`src/sv/vqst_pkg.sv`:
```
// Package for the venue quote sync table: sizes, codes and the structs passed
// between the configuration block, the table core and the top level.
// No dependencies.
`default_nettype none

package vqst_pkg;

    localparam int NUM_SLOTS   = 4;
    localparam int NUM_ID_REGS = 4;
    localparam int SLOT_W      = (NUM_SLOTS > 1) ? $clog2(NUM_SLOTS) : 1;
    localparam int ID_W        = 8;
    localparam int TS_W        = 63;
    localparam int PX_W        = 32;
    localparam int CNT_W       = 3;
    localparam int ADDR_W      = 5;
    localparam int DATA_W      = 32;

    typedef enum logic [1:0] {
        ST_OK      = 2'd0,
        ST_INVALID = 2'd1,
        ST_ORDER   = 2'd2,
        ST_UNKNOWN = 2'd3
    } t_status;

    typedef enum logic {
        REQ_UPDATE = 1'b0,
        REQ_QUERY  = 1'b1
    } t_req;

    typedef enum logic [2:0] {
        REG_ID0   = 3'd0,
        REG_ID1   = 3'd1,
        REG_ID2   = 3'd2,
        REG_ID3   = 3'd3,
        REG_COUNT = 3'd4
    } t_reg_idx;

    typedef struct packed {
        logic [NUM_SLOTS-1:0][ID_W-1:0] ids;
        logic [CNT_W-1:0]               count;
    } t_cfg;

    typedef struct packed {
        t_req                    req_type;
        logic [ID_W-1:0]         venue_key;
        logic [TS_W-1:0]         sample_time;
        logic [TS_W-1:0]         receipt_time;
        logic [TS_W-1:0]         exchange_time;
        logic signed [PX_W-1:0]  bid_ticks;
        logic signed [PX_W-1:0]  ask_ticks;
    } t_item;

    typedef struct packed {
        t_status                 status;
        logic                    venue_seen;
        logic signed [PX_W-1:0]  stored_bid;
        logic signed [PX_W-1:0]  stored_ask;
        logic [TS_W-1:0]         stored_receipt;
        logic [TS_W-1:0]         stored_exchange;
        logic [TS_W-1:0]         stored_sample;
        logic                    global_valid;
        logic [TS_W-1:0]         global_sample;
    } t_result;

endpackage

`default_nettype wire

```
`src/sv/vqst_cfg.sv`:
```
// APB register block: venue ids of the table slots and the active slot count.
// Depends on vqst_pkg.
`default_nettype none

module vqst_cfg
    import vqst_pkg::*;
(
    input  wire logic              i_clk,
    input  wire logic              i_rst_n,
    input  wire logic              psel,
    input  wire logic              penable,
    input  wire logic              pwrite,
    input  wire logic [ADDR_W-1:0] paddr,
    input  wire logic [DATA_W-1:0] pwdata,
    output logic      [DATA_W-1:0] prdata,
    output logic                   pready,
    output t_cfg                   o_cfg
);

    logic [NUM_ID_REGS-1:0][ID_W-1:0] r_ids;
    logic [CNT_W-1:0]                 r_count;
    logic                             wr_en;
    t_reg_idx                         reg_idx;
    logic [1:0]                       id_sel;

    assign wr_en   = psel && penable && pwrite;
    assign reg_idx = t_reg_idx'(paddr[ADDR_W-1:2]);
    assign id_sel  = paddr[3:2];
    assign pready  = 1'b1;

    always_ff @(posedge i_clk) begin
        if (!i_rst_n) begin
            for (int i = 0; i < NUM_ID_REGS; i++) begin
                r_ids[i] <= ID_W'(i);
            end
            r_count <= CNT_W'(1);
        end else if (wr_en) begin
            unique case (reg_idx) inside
                REG_ID0, REG_ID1, REG_ID2, REG_ID3: begin
                    if (int'(id_sel) < NUM_SLOTS) begin
                        r_ids[id_sel] <= pwdata[ID_W-1:0];
                    end
                end
                REG_COUNT: begin
                    r_count <= pwdata[CNT_W-1:0];
                end
                default: ;
            endcase
        end
    end

    always_comb begin
        prdata = '0;
        unique case (reg_idx) inside
            REG_ID0, REG_ID1, REG_ID2, REG_ID3: prdata = DATA_W'(r_ids[id_sel]);
            REG_COUNT:                          prdata = DATA_W'(r_count);
            default:                            prdata = '0;
        endcase
    end

    for (genvar g = 0; g < NUM_SLOTS; g++) begin : g_ids
        if (g < NUM_ID_REGS) begin : g_reg
            assign o_cfg.ids[g] = r_ids[g];
        end else begin : g_fixed
            assign o_cfg.ids[g] = ID_W'(g % 256);
        end
    end

    assign o_cfg.count = r_count;

endmodule

`default_nettype wire

```
`src/sv/vqst_core.sv`:
```
// Slot table with its checks: key match, timestamp ordering, table and global
// latest update, and the result record of one item. Depends on vqst_pkg.
`default_nettype none

module vqst_core
    import vqst_pkg::*;
(
    input  wire logic  i_clk,
    input  wire logic  i_rst_n,
    input  wire logic  i_fire,
    input  wire t_item i_item,
    input  wire t_cfg  i_cfg,
    output t_result    o_result
);

    logic [NUM_SLOTS-1:0]   r_seen;
    logic [TS_W-1:0]        r_rcpt [NUM_SLOTS];
    logic [TS_W-1:0]        r_exch [NUM_SLOTS];
    logic [TS_W-1:0]        r_samp [NUM_SLOTS];
    logic [PX_W-1:0]        r_bid  [NUM_SLOTS];
    logic [PX_W-1:0]        r_ask  [NUM_SLOTS];
    logic                   r_latest_valid;
    logic [TS_W-1:0]        r_latest_sample;

    logic                   hit;
    logic [SLOT_W-1:0]      idx;
    logic                   accept;
    logic                   wr;
    t_status                status;
    logic                   cur_seen;
    logic [TS_W-1:0]        cur_rcpt;
    logic [TS_W-1:0]        cur_samp;

    always_comb begin
        hit = 1'b0;
        idx = '0;
        for (int i = NUM_SLOTS - 1; i >= 0; i--) begin
            if ((i < int'(i_cfg.count)) && (i_cfg.ids[i] == i_item.venue_key)) begin
                hit = 1'b1;
                idx = SLOT_W'(i);
            end
        end
    end

    assign cur_seen = r_seen[idx];
    assign cur_rcpt = r_rcpt[idx];
    assign cur_samp = r_samp[idx];

    always_comb begin
        accept = 1'b0;
        if (i_item.req_type == REQ_QUERY) begin
            status = hit ? ST_OK : ST_UNKNOWN;
        end else if (i_item.receipt_time > i_item.sample_time) begin
            status = ST_INVALID;
        end else if (r_latest_valid && (i_item.sample_time < r_latest_sample)) begin
            status = ST_ORDER;
        end else if (!hit) begin
            status = ST_UNKNOWN;
        end else if (cur_seen && ((i_item.sample_time < cur_samp)
                               || (i_item.receipt_time < cur_rcpt))) begin
            status = ST_ORDER;
        end else begin
            status = ST_OK;
            accept = 1'b1;
        end
    end

    assign wr = i_fire && accept;

    always_ff @(posedge i_clk) begin
        if (!i_rst_n) begin
            r_seen          <= '0;
            r_latest_valid  <= 1'b0;
            r_latest_sample <= '0;
            for (int i = 0; i < NUM_SLOTS; i++) begin
                r_rcpt[i] <= '0;
                r_exch[i] <= '0;
                r_samp[i] <= '0;
                r_bid[i]  <= '0;
                r_ask[i]  <= '0;
            end
        end else if (wr) begin
            r_seen[idx]     <= 1'b1;
            r_rcpt[idx]     <= i_item.receipt_time;
            r_exch[idx]     <= i_item.exchange_time;
            r_samp[idx]     <= i_item.sample_time;
            r_bid[idx]      <= i_item.bid_ticks;
            r_ask[idx]      <= i_item.ask_ticks;
            r_latest_valid  <= 1'b1;
            r_latest_sample <= i_item.sample_time;
        end
    end

    always_comb begin
        o_result.status        = status;
        o_result.global_valid  = accept || r_latest_valid;
        o_result.global_sample = accept ? i_item.sample_time : r_latest_sample;
        if (!hit) begin
            o_result.venue_seen      = 1'b0;
            o_result.stored_bid      = '0;
            o_result.stored_ask      = '0;
            o_result.stored_receipt  = '0;
            o_result.stored_exchange = '0;
            o_result.stored_sample   = '0;
        end else if (accept) begin
            o_result.venue_seen      = 1'b1;
            o_result.stored_bid      = i_item.bid_ticks;
            o_result.stored_ask      = i_item.ask_ticks;
            o_result.stored_receipt  = i_item.receipt_time;
            o_result.stored_exchange = i_item.exchange_time;
            o_result.stored_sample   = i_item.sample_time;
        end else begin
            o_result.venue_seen      = cur_seen;
            o_result.stored_bid      = r_bid[idx];
            o_result.stored_ask      = r_ask[idx];
            o_result.stored_receipt  = cur_rcpt;
            o_result.stored_exchange = r_exch[idx];
            o_result.stored_sample   = cur_samp;
        end
    end

endmodule

`default_nettype wire

```
`src/sv/venue_quote_sync_table_top.sv`:
```
// Venue quote sync table: per-venue latest quote store with ordering checks.
// Input channel i_in_valid / o_in_ready carries one update or query per transfer;
// output channel o_out_valid / i_out_ready carries one result per input item.
// Venue ids of the slots and the active slot count are set over the APB port
// (pready always high); the user must write them only while no item is in
// flight, as the block itself does not enforce this.
// An accepted item is held in the input register; the core checks it and
// its result is captured in the output register, which drives o_out_valid.
// Throughput: one item per cycle while the output register is free; the checks
// and the table write are a single pass of parallel slot compares between the
// two registers, so the next item always sees the table as updated by this one.
// Reset (synchronous, active low) clears the slot table, the global latest
// sample and the valid flags of both pipeline registers; slot ids return to
// 0..3, count to 1.
// When the receiver stalls, the output register holds its result, one more
// item is taken into the input register, and o_in_ready then drops until the
// result is taken.
// Depends on vqst_pkg, vqst_cfg and vqst_core.
`default_nettype none

module venue_quote_sync_table_top
    import vqst_pkg::*;
(
    input  wire logic                    i_clk,
    input  wire logic                    i_rst_n,
    input  wire logic                    psel,
    input  wire logic                    penable,
    input  wire logic                    pwrite,
    input  wire logic [ADDR_W-1:0]       paddr,
    input  wire logic [DATA_W-1:0]       pwdata,
    output logic      [DATA_W-1:0]       prdata,
    output logic                         pready,
    input  wire logic                    i_in_valid,
    output logic                         o_in_ready,
    input  wire logic                    i_req_type,
    input  wire logic [ID_W-1:0]         i_venue_key,
    input  wire logic [TS_W-1:0]         i_sample_time,
    input  wire logic [TS_W-1:0]         i_receipt_time,
    input  wire logic [TS_W-1:0]         i_exchange_time,
    input  wire logic signed [PX_W-1:0]  i_bid_ticks,
    input  wire logic signed [PX_W-1:0]  i_ask_ticks,
    output logic                         o_out_valid,
    input  wire logic                    i_out_ready,
    output logic [1:0]                   o_status,
    output logic                         o_venue_seen,
    output logic signed [PX_W-1:0]       o_stored_bid,
    output logic signed [PX_W-1:0]       o_stored_ask,
    output logic [TS_W-1:0]              o_stored_receipt,
    output logic [TS_W-1:0]              o_stored_exchange,
    output logic [TS_W-1:0]              o_stored_sample,
    output logic                         o_global_valid,
    output logic [TS_W-1:0]              o_global_sample
);

    t_cfg    cfg;
    t_item   n_in;
    t_item   r_in;
    logic    r_in_valid;
    t_result n_out;
    t_result r_out;
    logic    r_out_valid;
    logic    out_free;
    logic    advance;

    vqst_cfg u_cfg (
        .i_clk   (i_clk),
        .i_rst_n (i_rst_n),
        .psel    (psel),
        .penable (penable),
        .pwrite  (pwrite),
        .paddr   (paddr),
        .pwdata  (pwdata),
        .prdata  (prdata),
        .pready  (pready),
        .o_cfg   (cfg)
    );

    vqst_core u_core (
        .i_clk    (i_clk),
        .i_rst_n  (i_rst_n),
        .i_fire   (advance),
        .i_item   (r_in),
        .i_cfg    (cfg),
        .o_result (n_out)
    );

    assign n_in.req_type      = t_req'(i_req_type);
    assign n_in.venue_key     = i_venue_key;
    assign n_in.sample_time   = i_sample_time;
    assign n_in.receipt_time  = i_receipt_time;
    assign n_in.exchange_time = i_exchange_time;
    assign n_in.bid_ticks     = i_bid_ticks;
    assign n_in.ask_ticks     = i_ask_ticks;

    assign out_free   = !r_out_valid || i_out_ready;
    assign advance    = r_in_valid && out_free;
    assign o_in_ready = !r_in_valid || out_free;

    always_ff @(posedge i_clk) begin
        if (!i_rst_n) begin
            r_in_valid  <= 1'b0;
            r_out_valid <= 1'b0;
        end else begin
            if (o_in_ready) begin
                r_in_valid <= i_in_valid;
            end
            if (out_free) begin
                r_out_valid <= r_in_valid;
            end
        end
    end

    always_ff @(posedge i_clk) begin
        if (o_in_ready && i_in_valid) begin
            r_in <= n_in;
        end
        if (advance) begin
            r_out <= n_out;
        end
    end

    assign o_out_valid       = r_out_valid;
    assign o_status          = r_out.status;
    assign o_venue_seen      = r_out.venue_seen;
    assign o_stored_bid      = r_out.stored_bid;
    assign o_stored_ask      = r_out.stored_ask;
    assign o_stored_receipt  = r_out.stored_receipt;
    assign o_stored_exchange = r_out.stored_exchange;
    assign o_stored_sample   = r_out.stored_sample;
    assign o_global_valid    = r_out.global_valid;
    assign o_global_sample   = r_out.global_sample;

`ifndef SYNTHESIS
    a_in_hold: assert property (@(posedge i_clk) disable iff (!i_rst_n)
        (r_in_valid && !advance) |=> r_in_valid)
        else $error("input register dropped a stalled item");

    a_unknown_empty: assert property (@(posedge i_clk) disable iff (!i_rst_n)
        (o_out_valid && (o_status == ST_UNKNOWN))
            |-> (!o_venue_seen && (o_stored_bid == '0) && (o_stored_sample == '0)))
        else $error("unknown venue result carries slot data");

    a_seen_global: assert property (@(posedge i_clk) disable iff (!i_rst_n)
        (o_out_valid && o_venue_seen) |-> o_global_valid)
        else $error("seen slot without any global update");

    a_ok_update_seen: assert property (@(posedge i_clk) disable iff (!i_rst_n)
        (advance && (r_in.req_type == REQ_UPDATE) && (n_out.status == ST_OK))
            |=> (r_out.venue_seen && r_out.global_valid
                 && (r_out.global_sample == r_out.stored_sample)))
        else $error("accepted update not reflected in result");
`endif

endmodule

`default_nettype wire

```
`config.mk`:
```
export PLATFORM = sky130hd
export DESIGN_NAME = venue_quote_sync_table_top
export DESIGN_NICKNAME = d
export VERILOG_FILES = /design/src/sv/vqst_pkg.sv /design/src/sv/vqst_cfg.sv /design/src/sv/vqst_core.sv /design/src/sv/venue_quote_sync_table_top.sv
export SDC_FILE = /design/constraint.sdc
export NUM_CORES = 2
export LEC_CHECK = 0
export ABC_CLOCK_PERIOD_IN_PS = 24400
export CORE_MARGIN = 3
export CORE_UTILIZATION = 25
export CTS_BUF_LIST = sky130_fd_sc_hd__clkbuf_4 sky130_fd_sc_hd__clkbuf_8 sky130_fd_sc_hd__clkbuf_16
export CTS_CLUSTER_DIAMETER = 200
export CTS_CLUSTER_SIZE = 28
export DETAILED_ROUTE_END_ITERATION = 6
export DONT_BUFFER_PORTS = 1
export HOLD_SLACK_MARGIN = 0.03
export PLACE_DENSITY = 0.51
export SETUP_SLACK_MARGIN = 0.02
export SYNTH_ARGS = -nofsm -noshare
export SYNTH_HDL_FRONTEND = slang
export SYNTH_SLANG_ARGS = --single-unit
```
`constraint.sdc`:
```
create_clock -name i_clk -period 24.4 [get_ports i_clk]
set_input_delay 1.22 -clock i_clk [delete_from_list [all_inputs] [get_ports i_clk]]
set_output_delay 1.22 -clock i_clk [all_outputs]
set_load 0.02 [all_outputs]
```
======== After elaboration in Yosys (flattened, before gate mapping) ========
Memories as Yosys holds them, arrays and structs flattened.
Index checks and enable logic that the tools add are counted.
operators by class
  magnitude comparators ................... 12
  eq/ne operators ......................... 8
  mux-type cells .......................... 50
  bitwise logic cells ..................... 1
  reduce and logical (&&, ||, !) cells .... 28
operators with widths
  operator              count
  $mux W254             1
  $mux W63              4
  $lt A63 B63 Y1        3
  $reduce_or A63 Y1     3
  $mux W32              2
  $reduce_or A32 Y1     2
  $gt A63 B63 Y1        1
  $bwmux W32            1
  $eq A8 B8 Y1          4
  $mux W2               15
  $mux W1               20
  $bmux W8 S2           1
  $demux W8 S2          1
  $mux W8               2
  $pmux W8 S2           1
  $logic_and A1 B1 Y1   13
  $eq A3 B2 Y1 const B  2
  $lt A1 B3 Y1 const A  2
  $lt A2 B3 Y1 const A  2
  $lt A2 B3 Y1 const B  2
  $ge A2 B1 Y1 const B  2
  $logic_or A1 B1 Y1    4
  $or A4 B4 Y4          1
  $reduce_and A2 Y1     2
  7 further kinds       8
storage, ports and cells
  register bits after elaboration ......... 687
  memory bits (writable) .................. 1012
  output and inout bits ................... 355
  logic and storage cells ................. 130
  memories ................................ 5
memory list
  memory         words  width  rd ports  clocked after Yosys merged registers in  write ports  line             text
  u_core.r_exch  4      63     1         0                                        4            vqst_core.sv:18  logic [TS_W-1:0] r_exch [NUM_SLOTS];
  u_core.r_rcpt  4      63     1         0                                        4            vqst_core.sv:17  logic [TS_W-1:0] r_rcpt [NUM_SLOTS];
  u_core.r_samp  4      63     1         0                                        4            vqst_core.sv:19  logic [TS_W-1:0] r_samp [NUM_SLOTS];
  u_core.r_ask   4      32     1         0                                        4            vqst_core.sv:21  logic [PX_W-1:0] r_ask [NUM_SLOTS];
  u_core.r_bid   4      32     1         0                                        4            vqst_core.sv:20  logic [PX_W-1:0] r_bid [NUM_SLOTS];

======== Logic depth before layout (Yosys ltp) ========
An unclocked memory read counts as a cell.
  depth in word-level cells ............... 21
  gate-level depth with buffers ........... 23
  gate-level depth less buffers ........... 18

======== Hierarchy ========
Synthesis repeated with hierarchy kept, for this count alone.
second synthesis, totals
  cell total of the unflattened synthesis .. 5654
  area total of the unflattened synthesis .. 74644.1 um^2
by module, submodules not included
  module                      instances  cells each  area an instance (um^2)
  vqst_core                   1          4872        55201.7
  venue_quote_sync_table_top  1          591         17580.6
  vqst_cfg                    1          191         1861.8

======== Worst setup path after synthesis ========
Ideal clock, no wire load.
  path type ............................... input port to flip-flop
  start ................................... input port i_out_ready
  end ..................................... memory u_core.r_ask[1][0], enable pin
  library setup time ...................... 624 ps
  data arrival time ....................... 25669 ps
  required time ........................... 23776 ps
  path slack .............................. -1893 ps
  stages .................................. 9
  cells stage by stage .................... nor2b_1 -> nor2b_1 -> nand2_1 -> nor4_2 -> buf_2 -> nand2_1 -> buf_2 -> buf_2 -> nand2_1
RTL lines
  item                line                              text
  start: declaration  venue_quote_sync_table_top.sv:43  input wire logic i_out_ready,
  end: declaration    vqst_core.sv:21

==> impl_metrics.tcl <==
set metrics [dict create \
    yosysWarnings 0 \
    die_w_um 551 \
    drive_gt1_frac 0.0644 \
    drt_first_pass_iters 6 \
    place.port_buffers 0 \
    initial_utilization 0.252 \
    leakage_nw 29.1 \
    die_h_um 551 \
    nets 5736 \
    power_density_nw_per_um2 64.3 \
    max_freq_mhz 88.9 \
    cts_buffers 76 \
    seqCellArea_sq_um 50000 \
    setup_viol 0 \
    synth_seq_cells 1699 \
    fin_worst_skew_ns 0.0545 \
    antenna_found_initial 92 \
    clkSlewWorstSetupHoldPaths_ns 0.11 \
    tightestPinTransition_ns 1.35 \
    root_buffer "clkbuf_16" \
    rsz0062_at_grt "false" \
    worstPathArrival_ns 11.66 \
    syn_inst 5436 \
    seq_power_share 0.658 \
    endpoint_kind "flop" \
    r2r.worst_path.cells 22 \
    synth_flop_cell "edfxtp_1" \
    cp_max_fo 113 \
    cap_violations 0 \
    cts_setup_buffers 0 \
    grtUsageTotal 0.148 \
    critPathRequiredTime_ns 24.82 \
    cts_resized 0 \
    syn_area_per_cell_sq_um 13.7 \
    hp-class "reg2reg" \
    drtAntennaViolNets 0 \
    drc 0 \
    ys_async_sr_fraction 0 \
    tns_ns 0 \
    synth_edf_count 1594 \
    synth_cell_types 67 \
    p_comb_frac 0.040 \
    irDropWorstVdd_uv 52.5 \
    grt_max_degree 293 \
    maxSlewHeadroom 0.100 \
    grt_pass1_vias 43180 \
    clockBufferDepth 4 \
    worst_skew_pair.late_latency_ns 0.82 \
    yosysSeqAreaShare 0.673 \
    cts_hold_buffers 0 \
    htree_levels 3 \
    die-area_sq_um 303000 \
    area_growth_pct 8.36 \
    wl_per_cell_um 25.6 \
    vias_per_cell 4.91 \
    cts_tree "yes" \
    gr-total-overflow 0 \
    cp-start-kind "flop" \
    drt_iter0_drc 4756 \
    gp_congestion 0.811 \
    crit_type "reg2reg" \
    finalCriticalPeriod_ns 11.24 \
    ios 661 \
    status "finished, final reports clean" \
    utilization 0.273 \
    hold_viol 0 \
    post-route-period-util 0.461 \
    internal-power_mw 3.96 \
    core_sq_um 295000 \
    hold_depth 2 \
    p_sw_frac 0.234 \
    cts_sinks 1699 \
    drt_wl_total_um 235000 \
    rows 199 \
    vias 44971 \
    syn_area_sq_um 74200 \
    dpl.hpwl_um 149000 \
    drv_slew 0 \
    fillerInstances 29982 \
    power_frac_clock 0.302 \
    grt_pass1_wl_um 329000 \
    multiInputGateArea_sq_um 22000 \
    switchingPower_mw 1.21 \
]
[final cells by class]
class                           count  share of cell area
Clock inverter                      7             0.00123
Antenna cell                       30            0.000933
Inverter                          133             0.00621
Tap cell                         3919              0.0610
Timing Repair Buffer               87             0.00968
Sequential cell                  1699               0.621
Clock buffer                       95              0.0259
Multi-Input combinational cell   3184               0.274
[power by group through the flow]
| stage | clock, mW | combinational (mW) | sequential, mW |
|---|---|---|---|
| floorplan | 0 | 0.134 | 3.46 |
| global placement | 0 | 0.207 | 3.47 |
| detailed placement | 0 | 0.209 | 3.47 |
| CTS | 1.63 | 0.210 | 3.40 |
| global route | 1.71 | 0.229 | 3.42 |
| finish | 1.56 | 0.205 | 3.40 |
[final timing paths]
| check | start | to | slack [ns] |
|---|---|---|---|
| setup reg to reg | r_in[257]$_DFFE_PP_ | u_core.r_ask[1][27]$_SDFFCE_PN0P_ | 13.16 |
| hold / removal | u_core.r_seen[0]$_SDFFE_PN0P_ | u_core.r_seen[0]$_SDFFE_PN0P_ | 0.45 |
| setup / recovery | r_in[257]$_DFFE_PP_ | u_core.r_ask[1][27]$_SDFFCE_PN0P_ | 13.16 |
| hold reg to reg | u_core.r_seen[0]$_SDFFE_PN0P_ | u_core.r_seen[0]$_SDFFE_PN0P_ | 0.45 |
[critical path: stages, from the launching register on]
cell and delay (ns):
edfxtp_1 0.52, xor2_1 0.20, or3_1 0.42, or4_1 0.62, nor2_4 0.67, buf_4 0.71, buf_4 0.55, a222oi_1 0.19
a21boi_0 0.20, ha_1 0.34, and3_1 0.27, and3_1 0.33, nand4_1 0.27, nor4_1 0.49, buf_4 0.23, o311a_1 0.34
o22ai_1 0.21, nor4_4 0.74, nand2_2 0.16, nand2_4 0.61, buf_4 0.78, buf_4 0.92, buf_12 0.59
[placed cells by master (no fill, tap or decap), types with 105 or more instances in the layout]
master / synthesis / layout
ha_1: 249 / 249
nand2_1: 226 / 219
inv_1: 133 / 133
edfxtp_1: 1594 / 1594
dfxtp_1: 105 / 105
nor2_1: 464 / 462
a221oi_1: 182 / 182
o21ai_0: 106 / 106
and2_1: 196 / 195
nor3_1: 121 / 119
a22o_1: 178 / 178
and3_1: 618 / 618
[flip-flops by register name, indices dropped and copies added (netlist names), 128 cells and up]
name           count
r_in             262
u_core.r_exch    252
u_core.r_rcpt    252
u_core.r_samp    252
u_core.r_ask     128
u_core.r_bid     128
[layer usage]
layer  GRT usage  vias up  share of wire
met3      0.0346      273          0.075
met2       0.229     1423           0.45
met4      0.0395       42          0.027
li1            -    20371              -
met5           0        -         0.0013
met1       0.206    22862           0.45
[synthesized netlist by cell type (all sizes together) (106+ instances only)]
library cell | instances | area, sq um
a221oi | 182 | 1590
and3 | 618 | 3870
inv | 133 | 499
a22o | 178 | 1560
ha | 249 | 3120
a211oi | 172 | 1670
nor3 | 121 | 606
edfxtp | 1594 | 47900
clkbuf | 338 | 1270
o21ai | 106 | 531
nor2 | 464 | 1740
nand2 | 226 | 848
and2 | 196 | 1230
[cell families after synthesis]
kind of cell             count (synthesis)  synth area share
buffers and inverters                  576            0.0329
XOR/XNOR                                32           0.00378
AO/OA/AOI/OAI                         1042             0.115
other                                    2          0.000101
flip-flops                            1699             0.673
AND/OR/NAND/NOR                       1792             0.126
multiplexers                            44           0.00728
adder cells (fa/ha/maj)                249            0.0420
[stage by stage]
stage	cell area (sq um)	cells	worst slack [ns]	total power [mW]	hold slack, ns
after floorplan	74300	5459	5.71	3.59	0.415
after global placement	78200	9022	13.00	3.67	0.425
after detailed placement	78200	9022	13.01	3.68	0.430
after CTS	80400	9124	12.96	5.25	0.397
after global routing	80400	9134	12.61	5.35	0.419
final	80400	9154	13.16	5.17	0.446
No activity file was read; power rests on OpenSTA's default activity.
